--- src/hw/rtl/rtpp_pkg.sv ---
`timescale 1ns / 1ps
// ----------------------------------------------------------------------------
// rtpp_pkg
// Shared types, status codes and sizing constants for the RTP header parser.
// ----------------------------------------------------------------------------
package rtpp_pkg;

  // default and sizing constants
  localparam int MAX_PACKET_DEF = 4096;
  localparam int FIXED_HDR_LEN  = 12;
  // widest header size: 12 + 4*15 + 4 + 4*65535 fits in 19 bits
  localparam int HS_W           = 19;
  localparam int LEN_OUT_W      = 13;

  // result status codes
  localparam logic [3:0] ST_OK        = 4'd0;
  localparam logic [3:0] ST_SHORT     = 4'd1;
  localparam logic [3:0] ST_VERSION   = 4'd2;
  localparam logic [3:0] ST_EXT_HDR   = 4'd3;
  localparam logic [3:0] ST_EXT_DATA  = 4'd4;
  localparam logic [3:0] ST_PAD_EMPTY = 4'd5;
  localparam logic [3:0] ST_PAD_ZERO  = 4'd6;
  localparam logic [3:0] ST_PAD_LARGE = 4'd7;
  localparam logic [3:0] ST_OVERLEN   = 4'd8;

  localparam logic [1:0] RTP_VERSION  = 2'd2;

  // captured header fields
  typedef struct packed {
    logic [7:0]  first_byte;
    logic [7:0]  second_byte;
    logic [15:0] seq;
    logic [31:0] stamp;
    logic [31:0] source;
    logic [15:0] ext_words;
  } hdr_t;

endpackage

--- src/hw/rtl/rtpp_capture.sv ---
`timescale 1ns / 1ps
// ----------------------------------------------------------------------------
// rtpp_capture
// Byte counter and header field capture registers. Presents the fields as
// they stand after the current byte has been taken in.
// ----------------------------------------------------------------------------
module rtpp_capture
  import rtpp_pkg::*;
#(
  parameter int MAX_PACKET = MAX_PACKET_DEF,
  parameter int CNT_W      = $clog2(MAX_PACKET + 1)
) (
  input  logic             clk,
  input  logic             rst_n,
  input  logic             step,
  input  logic [7:0]       data_byte,
  input  logic             last_byte,
  output logic [CNT_W-1:0] pos,
  output hdr_t             hdr_nxt
);

  localparam int CMP_W = (CNT_W > HS_W) ? CNT_W : HS_W;
  localparam logic [CNT_W-1:0] MAX_CNT = CNT_W'(MAX_PACKET);

  logic [CNT_W-1:0] count_r, count_nxt;
  hdr_t             hdr_r;
  logic [CMP_W-1:0] pos_w;
  logic [CMP_W-1:0] ext_pos;
  logic             in_range;

  assign pos      = count_r;
  assign pos_w    = CMP_W'(count_r);
  assign in_range = (count_r < MAX_CNT);
  // extension length word sits at bytes 2..3 of the extension header
  assign ext_pos  = CMP_W'(FIXED_HDR_LEN + 2) + CMP_W'({hdr_r.first_byte[3:0], 2'b00});

  always_comb begin
    hdr_nxt   = hdr_r;
    count_nxt = count_r;
    if (in_range) begin
      count_nxt = count_r + CNT_W'(1);
      if (pos_w == CMP_W'(0)) begin
        hdr_nxt.first_byte = data_byte;
      end else if (pos_w == CMP_W'(1)) begin
        hdr_nxt.second_byte = data_byte;
      end else if (pos_w < CMP_W'(4)) begin
        hdr_nxt.seq = {hdr_r.seq[7:0], data_byte};
      end else if (pos_w < CMP_W'(8)) begin
        hdr_nxt.stamp = {hdr_r.stamp[23:0], data_byte};
      end else if (pos_w < CMP_W'(FIXED_HDR_LEN)) begin
        hdr_nxt.source = {hdr_r.source[23:0], data_byte};
      end
      if (pos_w >= CMP_W'(FIXED_HDR_LEN) &&
          (pos_w == ext_pos || pos_w == ext_pos + CMP_W'(1))) begin
        hdr_nxt.ext_words = {hdr_r.ext_words[7:0], data_byte};
      end
    end
  end

  always_ff @(posedge clk) begin
    if (!rst_n) begin
      count_r <= '0;
      hdr_r   <= '0;
    end else if (step) begin
      if (last_byte) begin
        // packet done, start over clean
        count_r <= '0;
        hdr_r   <= '0;
      end else begin
        count_r <= count_nxt;
        hdr_r   <= hdr_nxt;
      end
    end
  end

  a_cnt_bound: assert property (@(posedge clk) disable iff (!rst_n)
    count_r <= MAX_CNT)
    else $error("byte counter past max packet");

  a_cnt_clear: assert property (@(posedge clk) disable iff (!rst_n)
    step && last_byte |=> count_r == '0 && hdr_r == '0)
    else $error("state not cleared after last byte");

  a_cnt_inc: assert property (@(posedge clk) disable iff (!rst_n)
    step && !last_byte && in_range |=> count_r == $past(count_r) + CNT_W'(1))
    else $error("byte counter missed a byte");

endmodule

--- src/hw/rtl/rtpp_check.sv ---
`timescale 1ns / 1ps
// ----------------------------------------------------------------------------
// rtpp_check
// End-of-packet validation: header size, version, extension room and padding,
// giving the status and the header and payload offsets.
// ----------------------------------------------------------------------------
module rtpp_check
  import rtpp_pkg::*;
#(
  parameter int MAX_PACKET = MAX_PACKET_DEF,
  parameter int CNT_W      = $clog2(MAX_PACKET + 1)
) (
  input  logic [CNT_W-1:0]     pos,
  input  logic [7:0]           pad,
  input  hdr_t                 hdr,
  output logic [3:0]           status,
  output logic [LEN_OUT_W-1:0] header_length,
  output logic [LEN_OUT_W-1:0] payload_stop
);

  localparam int LEN_W = ((CNT_W > HS_W) ? CNT_W : HS_W) + 1;
  localparam logic [CNT_W-1:0] MAX_CNT = CNT_W'(MAX_PACKET);

  logic [LEN_W-1:0] len, hs_a, hs_b, room, stop_full;
  logic             pad_on, ext_on;

  assign pad_on    = hdr.first_byte[5];
  assign ext_on    = hdr.first_byte[4];
  assign len       = LEN_W'(pos) + LEN_W'(1);
  assign hs_a      = LEN_W'(FIXED_HDR_LEN) + LEN_W'({hdr.first_byte[3:0], 2'b00})
                   + (ext_on ? LEN_W'(4) : LEN_W'(0));
  assign hs_b      = hs_a + (ext_on ? LEN_W'({hdr.ext_words, 2'b00}) : LEN_W'(0));
  assign room      = len - hs_b;
  assign stop_full = pad_on ? (len - LEN_W'(pad)) : len;

  always_comb begin
    status        = ST_OK;
    header_length = '0;
    payload_stop  = '0;
    priority if (pos >= MAX_CNT) begin
      status = ST_OVERLEN;
    end else if (len < LEN_W'(FIXED_HDR_LEN)) begin
      status = ST_SHORT;
    end else if (hdr.first_byte[7:6] != RTP_VERSION) begin
      status = ST_VERSION;
    end else if (len < hs_a) begin
      status = ST_EXT_HDR;
    end else if (len < hs_b) begin
      status = ST_EXT_DATA;
    end else if (pad_on && len == hs_b) begin
      status = ST_PAD_EMPTY;
    end else if (pad_on && pad == 8'd0) begin
      status = ST_PAD_ZERO;
    end else if (pad_on && room < LEN_W'(pad)) begin
      status = ST_PAD_LARGE;
    end else begin
      header_length = hs_b[LEN_OUT_W-1:0];
      payload_stop  = stop_full[LEN_OUT_W-1:0];
    end
  end

endmodule

--- src/hw/rtl/rtp_packet_header_parser_core.sv ---
`timescale 1ns / 1ps
// ----------------------------------------------------------------------------
// rtp_packet_header_parser_core
// Byte-stream RTP header parser: captures the fixed header fields and the
// extension length, validates the packet on its last byte, emits one result.
// ----------------------------------------------------------------------------
// Takes one packet byte per clock, back to back, with in_last_byte on the
// final byte of each packet. Every byte passes an input register and is
// folded into the byte counter and capture registers as it leaves that
// register; on the last byte the validation runs in that same cycle and
// the result lands in the output register, which raises out_valid. Bytes
// that are not last never wait on the result side; a last byte waits only
// while an earlier result is still held. Packets longer than MAX_PACKET
// bytes report overlength and the bytes beyond it are ignored.
// ----------------------------------------------------------------------------
module rtp_packet_header_parser_core
  import rtpp_pkg::*;
#(
  parameter int MAX_PACKET = MAX_PACKET_DEF
) (
  input  logic                 clk,
  input  logic                 rst_n,
  input  logic                 in_valid,
  output logic                 in_ready,
  input  logic [7:0]           in_data_byte,
  input  logic                 in_last_byte,
  output logic                 out_valid,
  input  logic                 out_ready,
  output logic [3:0]           out_status,
  output logic [31:0]          out_source_id,
  output logic [15:0]          out_sequence_number,
  output logic [31:0]          out_time_stamp,
  output logic                 out_marker_bit,
  output logic [6:0]           out_payload_kind,
  output logic [LEN_OUT_W-1:0] out_header_length,
  output logic [LEN_OUT_W-1:0] out_payload_start,
  output logic [LEN_OUT_W-1:0] out_payload_stop
);

  localparam int CNT_W = $clog2(MAX_PACKET + 1);

  logic                 in_valid_r;
  logic [7:0]           in_byte_r;
  logic                 in_last_r;
  logic                 advance, step;
  logic [CNT_W-1:0]     pos;
  hdr_t                 hdr_nxt;
  logic [3:0]           status;
  logic [LEN_OUT_W-1:0] hlen, stop;

  logic                 out_valid_r;
  logic [3:0]           status_r;
  hdr_t                 hdr_out_r;
  logic [LEN_OUT_W-1:0] hlen_r, stop_r;

  // only a last byte needs room in the result register
  assign advance  = !in_last_r || !out_valid_r || out_ready;
  assign step     = in_valid_r && advance;
  assign in_ready = !in_valid_r || advance;

  always_ff @(posedge clk) begin
    if (!rst_n) begin
      in_valid_r <= 1'b0;
    end else if (in_ready) begin
      in_valid_r <= in_valid;
    end
  end

  always_ff @(posedge clk) begin
    if (in_ready && in_valid) begin
      in_byte_r <= in_data_byte;
      in_last_r <= in_last_byte;
    end
  end

  rtpp_capture #(
    .MAX_PACKET (MAX_PACKET),
    .CNT_W      (CNT_W)
  ) u_capture (
    .clk       (clk),
    .rst_n     (rst_n),
    .step      (step),
    .data_byte (in_byte_r),
    .last_byte (in_last_r),
    .pos       (pos),
    .hdr_nxt   (hdr_nxt)
  );

  rtpp_check #(
    .MAX_PACKET (MAX_PACKET),
    .CNT_W      (CNT_W)
  ) u_check (
    .pos           (pos),
    .pad           (in_byte_r),
    .hdr           (hdr_nxt),
    .status        (status),
    .header_length (hlen),
    .payload_stop  (stop)
  );

  always_ff @(posedge clk) begin
    if (!rst_n) begin
      out_valid_r <= 1'b0;
    end else if (step && in_last_r) begin
      out_valid_r <= 1'b1;
    end else if (out_ready) begin
      out_valid_r <= 1'b0;
    end
  end

  always_ff @(posedge clk) begin
    if (step && in_last_r) begin
      status_r  <= status;
      hdr_out_r <= hdr_nxt;
      hlen_r    <= hlen;
      stop_r    <= stop;
    end
  end

  assign out_valid           = out_valid_r;
  assign out_status          = status_r;
  assign out_source_id       = hdr_out_r.source;
  assign out_sequence_number = hdr_out_r.seq;
  assign out_time_stamp      = hdr_out_r.stamp;
  assign out_marker_bit      = hdr_out_r.second_byte[7];
  assign out_payload_kind    = hdr_out_r.second_byte[6:0];
  assign out_header_length   = hlen_r;
  assign out_payload_start   = hlen_r;
  assign out_payload_stop    = stop_r;

  a_bad_zero_len: assert property (@(posedge clk) disable iff (!rst_n)
    out_valid_r && status_r != ST_OK |-> hlen_r == '0 && stop_r == '0)
    else $error("lengths nonzero on failed packet");

  a_result_held: assert property (@(posedge clk) disable iff (!rst_n)
    out_valid_r && !out_ready |=> out_valid_r && $stable(status_r) && $stable(hlen_r))
    else $error("pending result overwritten");

  a_input_held: assert property (@(posedge clk) disable iff (!rst_n)
    in_valid_r && !advance |=> in_valid_r && $stable(in_byte_r) && $stable(in_last_r))
    else $error("stalled input request lost");

endmodule
--- config.mk ---
export PLATFORM = sky130hd
export DESIGN_NAME = rtp_packet_header_parser_core
export DESIGN_NICKNAME = d
export VERILOG_FILES = /design/src/hw/rtl/rtpp_pkg.sv /design/src/hw/rtl/rtpp_capture.sv /design/src/hw/rtl/rtpp_check.sv /design/src/hw/rtl/rtp_packet_header_parser_core.sv
export SDC_FILE = /design/constraint.sdc
export NUM_CORES = 1
export LEC_CHECK = 0
export BUFFER_PORTS_ARGS = -buffer_cell sky130_fd_sc_hd__buf_2
export CORE_ASPECT_RATIO = 1.1
export CORE_MARGIN = 2
export CORE_UTILIZATION = 60
export DETAILED_ROUTE_END_ITERATION = 7
export PLACE_DENSITY = 0.82
export SETUP_SLACK_MARGIN = 0.3
export SYNTH_ARGS = -nofsm -noshare
export SYNTH_HDL_FRONTEND = slang
export SYNTH_SLANG_ARGS = --single-unit
--- constraint.sdc ---
create_clock -name clk -period 21.2 [get_ports clk]
set_input_delay 3.18 -clock clk [delete_from_list [all_inputs] [get_ports clk]]
set_output_delay 3.18 -clock clk [all_outputs]
set_load 0.02 [all_outputs]
Word-level counts from Yosys, hierarchy flattened
Cells that the tools add are included.

word-level totals
  bits of input ports = 13
  register bits after elaboration = 254
  logic and storage cells = 92
  output and inout bits = 133

operators by class
  equality and inequality tests = 5
  $add $sub $neg = 9
  $lt $le $gt $ge = 10
  reduce and logical (&&, ||, !) cells = 22
  muxes and demuxes = 26

operators by type and width
  operator                                                                       number
  112-bit 2-to-1 mux                                                             2
  32-bit 2-to-1 mux                                                              3
  88-bit 2-to-1 mux                                                              1
  80-bit 2-to-1 mux                                                              1
  64-bit 2-to-1 mux                                                              1
  20-bit adder                                                                   2
  14-bit by 20-bit less-than comparator with 1-bit output                        2
  13-bit 2-to-1 mux                                                              3
  13-bit by 19-bit equality test with 1-bit output                               2
  16-bit 2-to-1 mux                                                              2
  13-bit by 4-bit less-than comparator with 1-bit output, second input constant  2
  4-bit 2-to-1 mux                                                               6
  14-bit by 20-bit equality test with 1-bit output                               1
  20-bit by 8-bit less-than comparator with 1-bit output                         1
  14-bit by 20-bit subtractor with 20-bit output                                 1
  19-bit by 1-bit adder with 19-bit output, second input constant                1
  19-bit logical NOT                                                             1
  18-bit 2-to-1 mux                                                              1
  8-bit 2-to-1 mux                                                               2
  13-bit by 1-bit adder with 14-bit output, second input constant                1
  4-bit by 6-bit adder with 7-bit output, first input constant                   2
  14-bit by 4-bit less-than comparator with 1-bit output, second input constant  1
  13-bit by 1-bit adder with 13-bit output, second input constant                1
  13-bit by 1-bit equality test with 1-bit output, second input constant         1
  other kinds (17)                                                               31

Longest topological paths before layout
  depth in word-level cells = 20
  depth in mapped cells = 32
  mapped depth without buffers = 29

Hierarchy
Synthesis repeated with hierarchy kept, for this count alone.

second synthesis, totals
  cells, all modules = 1135
  area total of the unflattened synthesis = 12759.7 sq um

by module, submodules not included
  module                         seq. area each (sq um)  cells each  times used  area each (sq um)
  rtpp_capture                   2502.4                  589         1           5959.5
  rtp_packet_header_parser_core  3853.7                  152         1           4028.9
  rtpp_check                     0.0                     394         1           2771.4

Worst setup path before layout
OpenSTA, ideal clock, no wires.

  path type = input port to flip-flop
  start point = input out_ready
  end point = register hlen_r[10] (netlist: out_header_length[10]), enable pin
  setup slack = 12130 ps
  arrival = 8474 ps
  buffers on the path = 1
  stages = 5
  library setup time = 596 ps
  required time = 20604 ps
  path through = nor2b_1 > nand2_1 > nand2_1 > clkbuf_1 > nor2_1

between the ends
  longest elaborated chain between the ends = 3

ends and longest elaborated chain
  item                    RTL line                              source
  start: declaration      rtp_packet_header_parser_core.sv:28   input logic out_ready,
  1-bit logical OR        rtp_packet_header_parser_core.sv:57   assign advance = !in_last_r || !out_valid_r || out_ready;
  1-bit logical AND       rtp_packet_header_parser_core.sv:58   assign step = in_valid_r && advance;
  1-bit logical AND       rtp_packet_header_parser_core.sv:112  if (step && in_last_r) begin
  end signal: assignment  rtp_packet_header_parser_core.sv:115  hlen_r <= hlen;
  end: declaration        rtp_packet_header_parser_core.sv:54   logic [LEN_OUT_W-1:0] hlen_r, stop_r;

No other way between the ends.
A chain may end at the register's enable or synchronous reset.

Worst setup path after layout
  start point = register u_capture.count_r[0] (netlist: u_capture.pos[0])
  end point = register stop_r[0] (netlist: out_payload_stop[0]) (data pin)

between the ends
  longest elaborated chain between the ends = 11
  elaborated cells on any way between the ends = 30
  classes of those cells = 6 x add/sub; 7 x order compare; 4 x eq/ne; 6 x mux; 7 x reduce/logical

ends and longest elaborated chain
  item                                                   RTL line                              source
  start: declaration                                     rtpp_capture.sv:25                    logic [CNT_W-1:0] count_r, count_nxt;
  start signal: assignment                               rtpp_capture.sv:70                    count_r <= count_nxt;
  branches (longest 11 deep; another with 20-bit adder)  --
  end signal: assignment                                 rtp_packet_header_parser_core.sv:116  stop_r <= stop;
  end: declaration                                       rtp_packet_header_parser_core.sv:54

Several ways; the timed one is not identified.

==> tab_implementation.tex <==
\begin{tabular}{lr}
\hline
Metric & Value \\
\hline
\multicolumn{2}{l}{\textbf{Status}} \\
Result of the run & complete, no violations \\
\multicolumn{2}{l}{\textbf{STA}} \\
Worst Clk Skew & between 0.01 and 0.015 ns \\
Sum Neg Setup Slack & 0 ns \\
Setup repair after global routing missed its margin & false \\
Worst Slack Setup Final & around 14 ns \\
Worst slew margin & a little over a quarter \\
Final hold vios & 0 \\
Maximum clock frequency & between 100 and 150 MHz \\
Tcrit/Tclk final & 35.85\% \\
Endpoints failing setup & 0 \\
Minimum period implied by the final worst setup slack & around 7.6 ns \\
Slew @ Worst Pin & 1.105 ns \\
Slew Viols, Final & 0 \\
Final-layout worst hold slack & 0.5228 ns \\
\multicolumn{2}{l}{\textbf{Worst setup path}} \\
Crit path max-delay cell type & and4\_1 \\
Endpoint class of the critical path & flip-flop \\
Crit path launch type & flip-flop \\
Worst setup path start & u\_capture.pos[0] \\
Startpoint of the lowest-slack register-to-register path & u\_capture.pos[0] \\
Data required time at the worst endpoint & about 22 ns \\
Largest stage delay, worst path & about 0.60 ns \\
Critical Path AT & 7.95 ns \\
Critical Setup Path Class & reg -> reg \\
Critical path's most frequent cell & ha\_1 \\
Maximum fanout along the worst path & 24 \\
\multicolumn{2}{l}{\textbf{GRT}} \\
Initial antenna violation count & 1 \\
First-pass GRT wire length & between 40000 and 50000 um \\
Via count of the first global-routing pass & $\sim$9400 \\
Gr ovfl total & 0 \\
Aggregate global-route resource usage & 26.89\% \\
Largest net degree at the start of global routing & between 100 and 150 \\
\multicolumn{2}{l}{\textbf{Finish}} \\
Area of the multi-input gates & roughly 6000 um2 \\
Number of fill cells in the layout & approximately 1600 \\
Layout cells sized above 1 & between 20\% and 30\% \\
Number of non-filler instances in the completed layout & 1639 \\
Most common cell after layout, fill and taps aside & buf\_2 \\
Net total in the final layout & $\sim$1400 \\
Layout area overhead & 13.56\% \\
Most used cells in the layout excluding fill and tap cells & buf\_2 (141), dfxtp\_1 (127), nor2b\_1 (125), edfxtp\_1 (125), a22oi\_1 (117) \\
FF+latch area & $\sim$6300 um2 \\
\multicolumn{2}{l}{\textbf{Power and ir drop}} \\
Switching part of the total & roughly a quarter \\
Internal power of the cells & between 800 and 900 uW \\
Final total power & about 1100 uW \\
Sw Pwr & between 200 and 300 uW \\
Clock power frac & 44.5\% \\
Sequential Power Share & around 48\% \\
Power density of the placed cells & around 75 nW/um2 \\
Share of total power in combinational logic & a little under 8\% \\
LEAKAGE & between 0.005 and 0.006 uW \\
Max IR drop VDD & a little under 0.00007 V \\
\multicolumn{2}{l}{\textbf{Min path}} \\
Worst hold path class & reg -> reg \\
Hold\_sp & u\_capture.hdr\_r[110] \\
\multicolumn{2}{l}{\textbf{Yosys}} \\
Proportion of synthesized flip-flops having asynchronous set or reset & 0\% \\
Count of synthesis-stage warnings from yosys & 0 \\
Distinct cells, synth & 76 \\
Dominant cells by area after synthesis & edfxtp\_1 (29\%), dfxtp\_1 (20\%), a22oi\_1 (6.8\%) \\
Most area-hungry cell type in the Yosys netlist & edfxtp\_1 \\
Synth Flop Type & dfxtp\_1 \\
Number of instances in the synthesized netlist & about 1200 \\
Number of enable-type register cells in the synthesized netlist & $\sim$130 \\
Number of synthesized register bits & about 250 \\
Top-area cell type share of the netlist area & 29.15\% \\
Post-Syn Area per Cell & $\sim$10 um2 \\
Sequential area share after synthesis & about half \\
Syn Std Cell Area & about 13000 um2 \\
\multicolumn{2}{l}{\textbf{Place}} \\
Pre-CTS worst setup slack & between 10 and 15 ns \\
Cell count after placement & $\sim$1600 \\
Routability congestion estimate from global placement & slightly above 0.9 \\
Port-buffer cells & between 100 and 150 \\
Detail Placement HPWL & roughly 21000 um \\
\multicolumn{2}{l}{\textbf{Clocking}} \\
Resized cells post-CTS & 0 \\
Setup fix buffers added after clock tree synthesis & 0 \\
Cts-stage hold buffer count & 0 \\
TritonCTS clock tree & done \\
Sinks on Clock Net & 252 \\
Clock-pin slew on the worst setup and hold paths & about 0.06 ns \\
Clock network latency to the later pin of the worst-skew pair & $\sim$0.54 ns \\
CTS buffer count & 26 \\
Clk root buf & clkbuf\_16 \\
Largest buffer count on any clock path & 3 \\
CTS H-tree lvls & 1 \\
\multicolumn{2}{l}{\textbf{Route}} \\
Detail-routed net length per standard cell & about 19 um \\
Count of vias placed by the detailed router & roughly 10000 \\
Overall routed net length & about 31000 um \\
First drt pass iteration count & 6 \\
Starting DRT DRC Count & $\sim$860 \\
Via density per instance & 6.038 \\
Number of design rule violations left after detail routing & 0 \\
DRT antenna net count & 0 \\
\multicolumn{2}{l}{\textbf{Floorplanning}} \\
Die Outline Area & between 20000 and 25000 um2 \\
Initial Utilization & approximately 61\% \\
Number of ports placed on the die boundary & 146 \\
Placeable core region & around 21000 um2 \\
Row Count & 56 \\
Die Y-Extent & roughly 160 um \\
Floorplan die width & 143.7 um \\
\multicolumn{2}{l}{\textbf{Run}} \\
Max capacitance violation total & 0 \\
\hline
\end{tabular}
[registers in the layout, summed over array words and instances (netlist names)]
register	cells
u_capture.hdr_r	112
out_status	4
in_valid_r	1
out_payload_stop	13
out_valid	1
out_time_stamp	32
out_sequence_number	16
out_payload_kind	7
in_byte_r	8
in_last_r	1
u_capture.pos	13
out_source_id	32
out_marker_bit	1
out_header_length	11
[worst max-delay path: cells and delay by family (launching register included)]
family / cells / cell delay, ns
AO/OA/AOI/OAI: 9 / 2.28
AND/OR/NAND/NOR: 8 / 2.23
adder cells (fa/ha/maj): 5 / 1.29
buffers and inverters: 3 / 0.53
flip-flops: 1 / 0.42
XOR/XNOR: 2 / 0.39
multiplexers: 1 / 0.25
[cell type report]
| class | instances | area share [%] |
|---|---|---|
| sequential | 252 | 43.06 |
| multi-input combinational | 849 | 41.32 |
| timing repair buffer | 155 | 5.545 |
| clock buffer | 33 | 5.203 |
| tap | 290 | 2.482 |
| clock inverter | 15 | 1.241 |
| inverter | 44 | 1.130 |
| antenna | 1 | 0.01711 |
[routing by layer]
metal | routed length [um] | global-route usage, % | up-vias
met5 | 0 | 0 | -
met4 | 1190 | 10.60 | 0
met3 | 1720 | 3.872 | 79
met2 | 15170 | 45.35 | 345
met1 | 12940 | 35.08 | 4794
li1 | - | - | 4679
[cell usage after synthesis (4+ instances only)]
| cell | n |
|---|---|
| dfxtp_1 | 127 |
| nor2b_1 | 126 |
| edfxtp_1 | 125 |
| a22oi_1 | 117 |
| nand2_1 | 75 |
| nor2_1 | 66 |
| mux2_2 | 62 |
| clkbuf_1 | 61 |
| o21ai_0 | 52 |
| ha_1 | 45 |
| inv_1 | 43 |
| xnor2_1 | 32 |
| a21oi_1 | 30 |
| nand3_1 | 23 |
| mux2i_1 | 22 |
| nor3_1 | 21 |
| buf_4 | 19 |
| xor2_1 | 13 |
| nand4_1 | 12 |
| nor4_1 | 11 |
| a211oi_1 | 10 |
| o21a_1 | 9 |
| and2_1 | 8 |
| and3_1 | 7 |
| a31oi_1 | 6 |
| nand3b_1 | 6 |
| buf_1 | 5 |
| a21o_1 | 4 |
| buf_2 | 4 |
| nor3b_1 | 4 |
| o22ai_1 | 4 |
| or3b_2 | 4 |
[power groups by stage]
stage / clock network, uW / registers (uW) / logic (uW)
CTS: 493 / 520 / 86.3
floorplan: 0 / 537 / 57.1
detailed placement: 0 / 531 / 85.9
global route: 511 / 521 / 95.3
finish: 487 / 521 / 86.7
global placement: 0 / 531 / 84.3
[through the flow]
step           util, %  cell area, um2
2_1_floorplan        -           12890
3_5_place_dp     64.63           13680
4_1_cts          69.09           14620
3_3_place_gp     64.63           13680
5_1_grt          69.09           14620
6_report         69.10           14620
[final timing paths]
check / endpoint / slack (ns) / cells past startpoint
hold reg to reg: u_capture.hdr_r[110] / 0.52 / 2
setup / recovery: out_payload_stop[0] / 13.60 / 28
setup reg to reg: out_payload_stop[0] / 13.60 / 28
hold / removal: u_capture.hdr_r[110] / 0.52 / 2
[cells by family (layout without fill, tap and decap cells)]
logic type | Yosys count | after routing | synth area share (%)
xor+xnor | 46 | 46 | 3.187
mux | 84 | 84 | 7.132
fa+ha+maj | 49 | 49 | 4.917
other cells | 2 | 7 | 0.05833
simple gates | 385 | 385 | 16.17
buf+inv | 133 | 247 | 4.470
compound gates | 279 | 279 | 15.17
flops | 252 | 252 | 48.90
Note: power is estimated with default switching activity, not from simulation.
